File: src/design/swl_pkg.sv
// Shared types and constants for the sliding window lifetime block.
// Used by swl_div_stage, swl_post, sliding_window_lifetime and tb_top; no dependencies.
`default_nettype none
package swl_pkg;

   localparam int TIME_W    = 64;
   localparam int RANGE_W   = 62;
   localparam int DIFF_W    = 66;
   localparam int MAG_W     = 65;
   localparam int REM_W     = 62;
   localparam int WIDE_W    = 67;
   localparam int IDX_OUT_W = 32;
   localparam int CSR_IDX_W = 2;

   localparam logic [RANGE_W-1:0] RANGE_RESET = 62'd1000000;
   localparam logic [RANGE_W-1:0] SLIDE_RESET = 62'd1000000;

   typedef enum logic [CSR_IDX_W-1:0] {
      CSR_START = 2'd0,
      CSR_RANGE = 2'd1,
      CSR_SLIDE = 2'd2
   } csr_index_type;

   typedef struct packed {
      logic                     valid;
      logic signed [TIME_W-1:0] t;
      logic                     neg1;
      logic                     neg2;
      logic [MAG_W-1:0]         mag1;
      logic [MAG_W-1:0]         mag2;
      logic [MAG_W-1:0]         q1;
      logic [MAG_W-1:0]         q2;
      logic [REM_W-1:0]         rem1;
      logic [REM_W-1:0]         rem2;
   } div_type;

endpackage
`default_nettype wire

File: src/design/swl_div_stage.sv
// One restoring division step for both quotient lanes, registered.
// Depends on swl_pkg.
`default_nettype none
module swl_div_stage #(
   parameter int BIT = 0
) (
   input  wire logic                          clock,
   input  wire logic                          reset,
   input  wire logic [swl_pkg::RANGE_W-1:0]   slide,
   input  wire swl_pkg::div_type              d_in,
   output swl_pkg::div_type                   d_out
);
   swl_pkg::div_type         step_ff;
   swl_pkg::div_type         step_in;
   logic [swl_pkg::REM_W:0]  sh1, sh2, den;
   logic                     ge1, ge2;

   always_comb begin
      den  = {1'b0, slide};
      sh1  = {d_in.rem1, d_in.mag1[BIT]};
      sh2  = {d_in.rem2, d_in.mag2[BIT]};
      ge1  = sh1 >= den;
      ge2  = sh2 >= den;
      step_in = d_in;
      step_in.valid = d_in.valid && !reset;
      step_in.q1[BIT] = ge1;
      step_in.q2[BIT] = ge2;
      step_in.rem1 = ge1 ? 62'(sh1 - den) : sh1[swl_pkg::REM_W-1:0];
      step_in.rem2 = ge2 ? 62'(sh2 - den) : sh2[swl_pkg::REM_W-1:0];
   end

   always_ff @(posedge clock) begin
      step_ff <= step_in;
   end

   assign d_out = step_ff;
endmodule
`default_nettype wire

File: config.mk
export PLATFORM = sky130hd
export DESIGN_NAME = swl_div_stage
export DESIGN_NICKNAME = d
export VERILOG_FILES = /design/src/design/swl_pkg.sv /design/src/design/swl_div_stage.sv
export SDC_FILE = /design/constraint.sdc
export NUM_CORES = 1
export LEC_CHECK = 0
export BUFFER_PORTS_ARGS = -buffer_cell sky130_fd_sc_hd__buf_2
export CAP_MARGIN = 30
export CORE_AREA = 2 2 382 384
export DETAILED_ROUTE_END_ITERATION = 10
export DIE_AREA = 0 0 384 386
export HOLD_SLACK_MARGIN = 0.12
export MAX_ROUTING_LAYER = met4
export PLACE_DENSITY = 0.32
export SLEW_MARGIN = 20
export SYNTH_ARGS = -nofsm -noshare
export SYNTH_HDL_FRONTEND = slang
export SYNTH_SLANG_ARGS = --single-unit
export TNS_END_PERCENT = 100
File: constraint.sdc
create_clock -name clock -period 3.6 [get_ports clock]
set_clock_uncertainty 0.15 [all_clocks]
set_input_delay 0.72 -clock clock [delete_from_list [all_inputs] [get_ports clock]]
set_output_delay 0.72 -clock clock [all_outputs]
set_load 0.03 [all_outputs]
==> impl_metrics.tcl <==
set metrics [dict create \
    status "complete, no violations" \
    wl_per_cell_um 27.1 \
    cts.sinks 451 \
    multi_input_area_um2 8520 \
    grt_pass1_wl_mm 193 \
    cap_violations 0 \
    synth_top_area_share 0.503 \
    overflow 0 \
    synth_area_per_cell_um2 9.92 \
    hpwl_mm 135 \
    synth.most_common_cell "dfxtp_1" \
    place.gp.congestion 0.865 \
    dp_cells 5143 \
    antenna_found_initial 119 \
    vias_per_cell 3.69 \
    yosysSeqAreaShare 0.503 \
    critPathMaxStageDelay_ps 620 \
    hold_viol_final 0 \
    path_buf_inv 6 \
    worstPathMaxFanout 14 \
    final_cells 5682 \
    met2_usage 0.366 \
    required_ps 4010 \
    synth_common_cells "451 x dfxtp_1, 190 x a21oi_1, 127 x nand2_1" \
    post-route-period-util 0.979 \
    tightest_slew_ps 664 \
    largest_reg_flops 451 \
    rows 140 \
    drt_drc_violations_left 0 \
    grt_usage 0.202 \
    io_pins 966 \
    globalRouteMet3Util 0.0491 \
    synth_area_leader_cell "dfxtp_1" \
    antenna_left 0 \
    clockBufferDepth 3 \
    ir_drop_mv 0.493 \
    initial_core_util 0.124 \
    dr.pass1.iters 5 \
    endpoint_kind "register" \
    period_minus_slack_ps 3520 \
    root_buffer "clkbuf_16" \
    port_buffers 963 \
    maxSlewViolCount 0 \
    synth_cells 1810 \
    ys_seq_elements 451 \
    worstHoldPathType "in -> reg" \
    power.leakage_uw 0.0168 \
    synth.cell_area_um2 18000 \
    synth_ff_type "dfxtp_1" \
    cp_top_family "buffers and inverters" \
    critical_path_class "in -> reg" \
    die_w_um 384 \
    slew-limit-headroom 0.551 \
    die_y_um 386 \
    grt_busiest_layer "met2" \
    hold_slack_ps 173 \
    fin_nets 4305 \
    crit_path_start_kind "primary input" \
    grt_util_met1 0.205 \
    path_cells "dlygate4sd3_1 -> buf_2 -> ha_1 -> nand4_1 -> nor2_1 -> buf_4 -> nand4_1 -> nor4_2 -> buf_4 -> a2111o_1 -> a31oi_4 -> o21ai_4 -> buf_6 -> clkbuf_16 -> mux2_1" \
    ys_async_sr_fraction 0 \
    synth.area.top_cells "dfxtp_1 50%, ha_1 8.8%, a21oi_1 5.3%" \
    synth_edf_count 0 \
    fmax_mhz 284 \
    hold_path_end "d_out[71]" \
    slowest_stage "dlygate4sd3_1" \
    cts_tree "built" \
    areaGrowthSynthToFinish_pct 96.3 \
    arrival_ps 3930 \
    path_clk_slew_ps 60 \
    drive_above_1_share 0.460 \
    first_iter_violations 840 \
    dieArea_um2 148000 \
    whs_path_depth 3 \
    grt_max_degree 34 \
    grt_pass1_vias 21730 \
    yosysWarningCount 0 \
    rsz0062_at_grt "yes" \
    syn_nets 2453 \
    setup_viol 0 \
    routed_wl_mm 154 \
    n_fill_cell 16027 \
    synth_cell_types 72 \
    core_area_um2 145000 \
    powerDensity_nw_per_um2 509 \
    min_from "d_in[70]" \
    seqCellArea_um2 9030 \
    numCtsBuffers 61 \
    h-tree-depth 2 \
    dr_total_vias 20947 \
]
## layout by cell type (no fill, tap or decap), drive strengths merged, types with 48 or more instances in the layout
master	Yosys	layout
buf	15	1485
dfxtp	451	451
dlygate4sd3	0	358
a21oi	191	191
nand2	127	127
ha	126	126
nor2	124	124
inv	108	111
o21ai	88	88
clkbuf	43	85
xnor2	68	68
mux2	60	60
diode	0	51
a21o	48	48
## per-layer routing
layer	share of wire	routed length, µm	vias to the layer above
met4	0.054	8310	0
met5	0	0	-
li1	-	-	10143
met3	0.061	9420	230
met2	0.51	79200	770
met1	0.37	56900	9804
## worst max path at each step
stage                        start          to  slack, ps  depth (start not counted)
final                     d_in[47]   d_out[30]         80                         15
after global routing      slide[1]  d_out[110]        -20                         18
after CTS                 d_in[37]   d_out[21]          6                         12
after detailed placement  slide[1]  d_out[110]       -890                         17
after global placement    slide[1]  d_out[110]       -870                         17
after floorplan           slide[1]   d_out[86]         -2                         15
## logic make-up after synthesis
kind of cell               Yosys count  synth area share
AOI/OAI and AO/OA                  491             0.173
xor gates and xnor gates           107            0.0522
adders and majority gates          128            0.0900
buffers and inverters              166            0.0383
DFF                                451             0.503
muxes                               63            0.0393
and+or+nand+nor                    404             0.105
## final cells by class
| class | count | share of cell area |
|---|---|---|
| Timing Repair Buffer | 1847 | 0.356 |
| Sequential cell | 451 | 0.256 |
| Multi-Input combinational cell | 1193 | 0.242 |
| Tap cell | 1917 | 0.0680 |
| Clock buffer | 81 | 0.0503 |
| Clock inverter | 34 | 0.0131 |
| Inverter | 108 | 0.0115 |
| Antenna cell | 51 | 0.00362 |
## what timing repair did
action                     in CTS  in global routing
hold endpoints to repair      357                  0
setup buffers                   2                  9
hold buffers                  358                  0
gates cloned                    0                  4
pin swaps                       2                 13
gates resized for setup         4                 35
setup endpoints to repair     113                119
## power by group
part	switching [µW]	internal, µW
Sequential	208	5500
Combinational	3270	2180
Clock	2680	4100
Total	6160	11800
## per-stage QoR
step           setup WS (ps)  total power, µW  setup TNS [ps]  area, µm²  utilization
6_report                75.5            17900               0      35300        0.244
5_1_grt                -15.0            18800           -66.6      35200        0.244
4_1_cts                 5.91            18200               0      34800        0.241
3_5_place_dp            -887            10900          -99260      28900        0.200
3_3_place_gp            -871            10900          -96930      28900        0.200
2_1_floorplan          -2.49             8180           -82.2      18100            -
No activity file was read; power rests on OpenSTA's default activity.
