$ cat src/design/swl_pkg.sv
// Shared types and constants for the sliding window lifetime block.
// Used by swl_div_stage, swl_post, sliding_window_lifetime and tb_top; no dependencies.
`default_nettype none
package swl_pkg;

   localparam int TIME_W    = 64;
   localparam int RANGE_W   = 62;
   localparam int DIFF_W    = 66;
   localparam int MAG_W     = 65;
   localparam int REM_W     = 62;
   localparam int WIDE_W    = 67;
   localparam int IDX_OUT_W = 32;
   localparam int CSR_IDX_W = 2;

   localparam logic [RANGE_W-1:0] RANGE_RESET = 62'd1000000;
   localparam logic [RANGE_W-1:0] SLIDE_RESET = 62'd1000000;

   typedef enum logic [CSR_IDX_W-1:0] {
      CSR_START = 2'd0,
      CSR_RANGE = 2'd1,
      CSR_SLIDE = 2'd2
   } csr_index_type;

   typedef struct packed {
      logic                     valid;
      logic signed [TIME_W-1:0] t;
      logic                     neg1;
      logic                     neg2;
      logic [MAG_W-1:0]         mag1;
      logic [MAG_W-1:0]         mag2;
      logic [MAG_W-1:0]         q1;
      logic [MAG_W-1:0]         q2;
      logic [REM_W-1:0]         rem1;
      logic [REM_W-1:0]         rem2;
   } div_type;

endpackage
`default_nettype wire

$ cat src/design/swl_post.sv
// Floor correction, window arithmetic and saturation, three register stages.
// Depends on swl_pkg.
`default_nettype none
module swl_post #(
   parameter int TIME_BITS  = 64,
   parameter int INDEX_BITS = 32
) (
   input  wire logic                                 clock,
   input  wire logic                                 reset,
   input  wire swl_pkg::div_type                     d_in,
   input  wire logic signed [swl_pkg::TIME_W-1:0]    start,
   input  wire logic [swl_pkg::RANGE_W-1:0]          range,
   input  wire logic [swl_pkg::RANGE_W-1:0]          slide,
   output logic                                      rsp_valid,
   output logic                                      rsp_live,
   output logic signed [swl_pkg::IDX_OUT_W-1:0]      rsp_first_window,
   output logic signed [swl_pkg::IDX_OUT_W-1:0]      rsp_last_window,
   output logic signed [swl_pkg::TIME_W-1:0]         rsp_birth_time,
   output logic signed [swl_pkg::TIME_W-1:0]         rsp_death_time,
   output logic signed [swl_pkg::TIME_W-1:0]         rsp_next_slide_time
);
   localparam int DW = swl_pkg::DIFF_W;
   localparam int WW = swl_pkg::WIDE_W;
   localparam logic signed [WW-1:0] TMAX = (67'sd1 <<< (TIME_BITS - 1)) - 67'sd1;
   localparam logic signed [WW-1:0] TMIN = -TMAX - 67'sd1;
   localparam logic signed [WW-1:0] IMAX = (67'sd1 <<< (INDEX_BITS - 1)) - 67'sd1;

   // stage 1: floor quotient and remainder
   logic                        p1_valid_ff;
   logic signed [swl_pkg::TIME_W-1:0] p1_t_ff;
   logic signed [DW-1:0]        p1_q1_ff, p1_q2_ff, p1_q1_in, p1_q2_in;
   logic [swl_pkg::REM_W-1:0]   p1_r1_ff, p1_r2_ff, p1_r1_in, p1_r2_in;

   always_comb begin
      if (d_in.neg1) begin
         p1_q1_in = (d_in.rem1 != '0) ? ~$signed({1'b0, d_in.q1}) : -$signed({1'b0, d_in.q1});
         p1_r1_in = (d_in.rem1 != '0) ? slide - d_in.rem1 : d_in.rem1;
      end else begin
         p1_q1_in = $signed({1'b0, d_in.q1});
         p1_r1_in = d_in.rem1;
      end
      if (d_in.neg2) begin
         p1_q2_in = (d_in.rem2 != '0) ? ~$signed({1'b0, d_in.q2}) : -$signed({1'b0, d_in.q2});
         p1_r2_in = (d_in.rem2 != '0) ? slide - d_in.rem2 : d_in.rem2;
      end else begin
         p1_q2_in = $signed({1'b0, d_in.q2});
         p1_r2_in = d_in.rem2;
      end
   end

   always_ff @(posedge clock) begin
      if (reset) begin
         p1_valid_ff <= 1'b0;
      end else begin
         p1_valid_ff <= d_in.valid;
      end
      p1_t_ff  <= d_in.t;
      p1_q1_ff <= p1_q1_in;
      p1_q2_ff <= p1_q2_in;
      p1_r1_ff <= p1_r1_in;
      p1_r2_ff <= p1_r2_in;
   end

   // stage 2: window bounds
   logic                 p2_valid_ff;
   logic signed [WW-1:0] p2_t_ff, p2_idx1_ff, p2_idx2_ff, p2_end_ff, p2_begin_ff, p2_death_ff;
   logic signed [WW-1:0] p2_idx1_in, p2_idx2_in, p2_end_in, p2_begin_in, p2_death_in;
   logic signed [WW-1:0] tw, sw, rgw, slw, r1w, r2w, q1w, q2w;
   logic                 before_one;

   always_comb begin
      tw  = WW'(p1_t_ff);
      sw  = WW'(start);
      rgw = $signed({5'd0, range});
      slw = $signed({5'd0, slide});
      r1w = $signed({5'd0, p1_r1_ff});
      r2w = $signed({5'd0, p1_r2_ff});
      q1w = WW'(p1_q1_ff);
      q2w = WW'(p1_q2_ff);
      before_one = q1w < -67'sd1;
      if (before_one) begin
         p2_idx1_in  = 67'sd1;
         p2_end_in   = sw + rgw;
         p2_begin_in = sw;
      end else begin
         p2_idx1_in  = q1w + 67'sd2;
         p2_end_in   = tw - r1w + slw;
         p2_begin_in = tw - r1w + slw - rgw;
      end
      p2_idx2_in  = q2w + 67'sd1;
      p2_death_in = tw - r2w + slw + rgw;
   end

   always_ff @(posedge clock) begin
      if (reset) begin
         p2_valid_ff <= 1'b0;
      end else begin
         p2_valid_ff <= p1_valid_ff;
      end
      p2_t_ff     <= tw;
      p2_idx1_ff  <= p2_idx1_in;
      p2_idx2_ff  <= p2_idx2_in;
      p2_end_ff   <= p2_end_in;
      p2_begin_ff <= p2_begin_in;
      p2_death_ff <= p2_death_in;
   end

   // stage 3: liveness and saturation into the output register
   logic                 live;
   logic signed [WW-1:0] end_sat, death_sat, idx1_sat, idx2_sat;
   logic                 out_valid_ff, out_live_ff;
   logic signed [swl_pkg::IDX_OUT_W-1:0] out_first_ff, out_last_ff, out_first_in, out_last_in;
   logic signed [swl_pkg::TIME_W-1:0]    out_birth_ff, out_death_ff, out_next_ff;
   logic signed [swl_pkg::TIME_W-1:0]    out_birth_in, out_death_in;

   always_comb begin
      live      = p2_t_ff >= p2_begin_ff;
      end_sat   = (p2_end_ff > TMAX) ? TMAX : ((p2_end_ff < TMIN) ? TMIN : p2_end_ff);
      death_sat = (p2_death_ff > TMAX) ? TMAX : ((p2_death_ff < TMIN) ? TMIN : p2_death_ff);
      idx1_sat  = (p2_idx1_ff > IMAX) ? IMAX : p2_idx1_ff;
      idx2_sat  = (p2_idx2_ff > IMAX) ? IMAX : p2_idx2_ff;
      if (live) begin
         out_first_in = idx1_sat[swl_pkg::IDX_OUT_W-1:0];
         out_last_in  = idx2_sat[swl_pkg::IDX_OUT_W-1:0];
         out_birth_in = end_sat[swl_pkg::TIME_W-1:0];
         out_death_in = death_sat[swl_pkg::TIME_W-1:0];
      end else begin
         out_first_in = '1;
         out_last_in  = '1;
         out_birth_in = TMAX[swl_pkg::TIME_W-1:0];
         out_death_in = '0;
      end
   end

   always_ff @(posedge clock) begin
      if (reset) begin
         out_valid_ff <= 1'b0;
      end else begin
         out_valid_ff <= p2_valid_ff;
      end
      out_live_ff  <= live;
      out_first_ff <= out_first_in;
      out_last_ff  <= out_last_in;
      out_birth_ff <= out_birth_in;
      out_death_ff <= out_death_in;
      out_next_ff  <= end_sat[swl_pkg::TIME_W-1:0];
   end

   assign rsp_valid           = out_valid_ff;
   assign rsp_live            = out_live_ff;
   assign rsp_first_window    = out_first_ff;
   assign rsp_last_window     = out_last_ff;
   assign rsp_birth_time      = out_birth_ff;
   assign rsp_death_time      = out_death_ff;
   assign rsp_next_slide_time = out_next_ff;
endmodule
`default_nettype wire

$ cat config.mk
export PLATFORM = sky130hd
export DESIGN_NAME = swl_post
export DESIGN_NICKNAME = d
export VERILOG_FILES = /design/src/design/swl_pkg.sv /design/src/design/swl_post.sv
export SDC_FILE = /design/constraint.sdc
export NUM_CORES = 2
export LEC_CHECK = 0
export ABC_CLOCK_PERIOD_IN_PS = 9100
export BUFFER_PORTS_ARGS = -buffer_cell sky130_fd_sc_hd__buf_4
export CORE_AREA = 2 2 349 351
export CTS_CLUSTER_SIZE = 24
export DETAILED_ROUTE_END_ITERATION = 12
export DIE_AREA = 0 0 351 353
export PLACE_DENSITY = 0.7
export SETUP_SLACK_MARGIN = 0.15
export SKIP_CTS_REPAIR_TIMING = 1
export SLEW_MARGIN = 5
export SYNTH_ARGS = -nofsm -noshare
export SYNTH_HDL_FRONTEND = slang
export SYNTH_SLANG_ARGS = --single-unit
$ cat constraint.sdc
create_clock -name clock -period 9.1 [get_ports clock]
set_input_delay 2.275 -clock clock [delete_from_list [all_inputs] [get_ports clock]]
set_output_delay 2.275 -clock clock [all_outputs]
set_load 0.05 [all_outputs]
==> reports/summary.txt <==
Die X = 351 µm
Mapped Cells = 6849
Hold WC Path Type = flop to flop
Syn_nets = 8128
Critical Path RT = 9.71 ns
Starting DRC count in detailed routing = 4544
Fin crit period = 8.48 ns
Total GRT Usage = 32.4%
Seq pwr share = 27.4%
CTS H-tree depth = 3
Synth async-reset ratio = 0%
CTS Sinks = 978
Most common cell in the netlist = dfxtp_1
Highest-delay cell along the critical path = fa_1
Layout net count = 8833
Die height = 353 µm
CP startpoint kind = input pin
Max-Cap Viols = 0
Sequential-to-total area share from yosys stat = 33.9%
Hold path start = p1_t_ff[62]
I/O Pins = 899
Gpl congestion = 0.964
DRC Markers = 0
FF-to-FF Start = p1_t_ff[1]
Drt first pass iters = 6
Area Growth Syn to Fin = 19.6%
Clock power frac = 21.7%
Mean Syn Cell Area = 8.44 µm²
Detailed Route WL = 207 mm
Max Freq = 0.118 GHz
RSZ-0062 raised after global routing = false
CTS tree = done
CORE AREA = 0.121 mm²
Net Switching = 9320 µW
First-pass GRT wire length = 301 mm
Crit end category = flop
Max Root-Sink Buffers = 3
Root Driver = clkbuf_16
Main area contributors after synthesis = dfxtp_1 34%, ha_1 9.7%, fa_1 6.6%
Area share of the largest cell type after synthesis = 33.9%
Slowest Stage Delay on Critical Path = 0.60 ns
Post-synth top cells = 978 x dfxtp_1, 729 x inv_1, 591 x nor2_1, 573 x nand2_1, 523 x o21ai_0
Pwr/cell area = 308 mW/mm²
Worst VDD drop = 0.277 mV
Synth Warn # = 0
Ys flop type = dfxtp_1
Setup TNS = 0 ns
Pleak = 0.0323 µW
Netlist cell types = 84
Die ar. = 0.124 mm²
Max_slew headroom = 21.6%
Number of synthesized register bits = 978
CP max FO = 5
Placement Cell Area = 0.0653 mm²
Final setup violation count = 0
Clk_skew = 0.0514 ns
CP arrival = 9.09 ns
Residual antenna-violating net count after detailed routing = 0
Number of port buffers = 768
Num CTS Buffers = 106
Floorplan row count = 128
Least-Margin Pin Slew = 1.16 ns
Fin. Hold Viols = 0
Final Cycle Share = 93.2%
Crit Path Class = input pin to flop
Worst-Skew Late Latency = 0.73 ns
Outcome = finished, final reports clean
Clk slew on worst S/H paths = 0.07 ns
Initial Utilization = 48.0%
EDFF count, synth = 0
Mapped cell area = 0.0578 mm²
Via count = 51400
Number of fill cells in the layout = 11100
Net Sw Frac = 43.7%
Cell repeated most along the worst path = buf_4
Initial antenna violation count = 35
CP Launch Point = slide[1]
Largest net degree at the start of global routing = 193
Routed vias/inst = 5.52
Post-DP HPWL = 171 mm
Number of global-route vias before repair = 48600
Int Pwr = 12000 µW
Final Max Slew Viols = 0
Yosys top cell by area = dfxtp_1
WL/cell = 22.2 µm
Final instance area = 0.0692 mm²
Share of layout cells above drive strength 1 = 14.1%
Global route overflow = 0
Comb power frac = 50.9%
## path summary, 6_finish.rpt
kind	to	slack (ns)	cells after the start
setup / recovery	p2_begin_ff[61]	0.62	29
hold / removal	p2_t_ff[62]	0.38	0
setup reg to reg	p2_begin_ff[61]	1.85	28
hold reg to reg	p2_t_ff[62]	0.38	0
## cell families after synthesis
logic type	Yosys count	share of synthesized area [%]
other cells	1	0.00648
simple gates	1928	15.7
fa+ha+maj	638	16.3
compound gates	1741	18.8
mux	9	0.169
flops	978	33.9
xor+xnor	590	8.93
buf+inv	964	6.28
## layout by cell type, fill, tap and decap left out, types with 37 or more instances in the layout
cell       Yosys  layout
dfxtp_1      978     978
nand2_1      573     570
buf_4          0     831
a21oi_1      462     462
clkbuf_16      0     107
a21o_1       269     269
a211oi_1      44      44
nand3_1      124     124
o21ai_0      523     522
or3_1         53      53
xor2_1       211     211
fa_1         191     191
nor2_1       591     589
nand2b_1     107     107
o21a_1        47      46
inv_1        729     729
xnor2_1      379     379
nor4_1        60      60
and3_1        68      68
o31ai_1       67      67
o21bai_1      69      69
nand4_1      118     118
nor2b_1       44      44
nor3_1        55      55
ha_1         447     447
a31oi_1       38      37
## registers in the layout, indices dropped and copies added, names as in the netlist, 64 cells and up
register / count
p1_q1_ff: 66
p1_q2_ff: 66
p1_t_ff: 64
p2_begin_ff: 67
p2_death_ff: 67
p2_end_ff: 66
p2_idx1_ff: 67
p2_idx2_ff: 67
p2_t_ff: 64
rsp_birth_time: 64
rsp_death_time: 64
rsp_next_slide_time: 64
## worst max-delay path, delay by kind of cell
family / cells / cell delay (ns)
AOI/OAI and AO/OA: 10 / 2.67
xor gates and xnor gates: 1 / 0.32
adders and majority gates: 3 / 1.27
buffers and inverters: 6 / 0.77
muxes: 1 / 0.22
and+or+nand+nor: 8 / 1.58
## per-layer routing
| layer | vias to the layer above | GRT usage (%) | part of all wire [%] |
|---|---|---|---|
| li1 | 24800 | - | - |
| met1 | 24200 | 46.2 | 45 |
| met2 | 2056 | 48.6 | 43 |
| met3 | 303 | 5.70 | 8.4 |
| met4 | 10 | 12.5 | 3.6 |
| met5 | - | 0 | 0.030 |
## through the flow
stage	hold WS, ns	std cells	setup WS [ns]	utilization, %	power, µW
2_1_floorplan	0.355	6849	1.23	-	13200
4_1_cts	0.384	9271	0.820	57.3	21300
3_3_place_gp	0.375	9071	0.148	54.2	16500
5_1_grt	0.398	9300	0.265	57.4	22600
6_report	0.381	9301	0.622	57.4	21300
3_5_place_dp	0.375	9071	0.0464	54.2	16500
## power by group through the flow
stage	Sequential (µW)	Combinational [µW]	Clock, µW
2_1_floorplan	7260	5910	0
3_3_place_gp	5900	10600	0
3_5_place_dp	5910	10600	0
4_1_cts	5840	10700	4700
5_1_grt	5940	11800	4880
6_report	5850	10900	4630
## layout make-up
cell class | count | area [µm²] | area share (%)
multi-input cells | 4907 | 34700 | 50.2
flip-flops and latches | 978 | 19600 | 28.3
repair buffers | 832 | 6260 | 9.05
clock buffers | 137 | 2960 | 4.28
inverters | 729 | 2740 | 3.96
well taps | 1625 | 2030 | 2.94
clock inverters | 63 | 825 | 1.19
diodes | 30 | 75.1 | 0.109
Note: power is estimated with default switching activity, not from simulation.
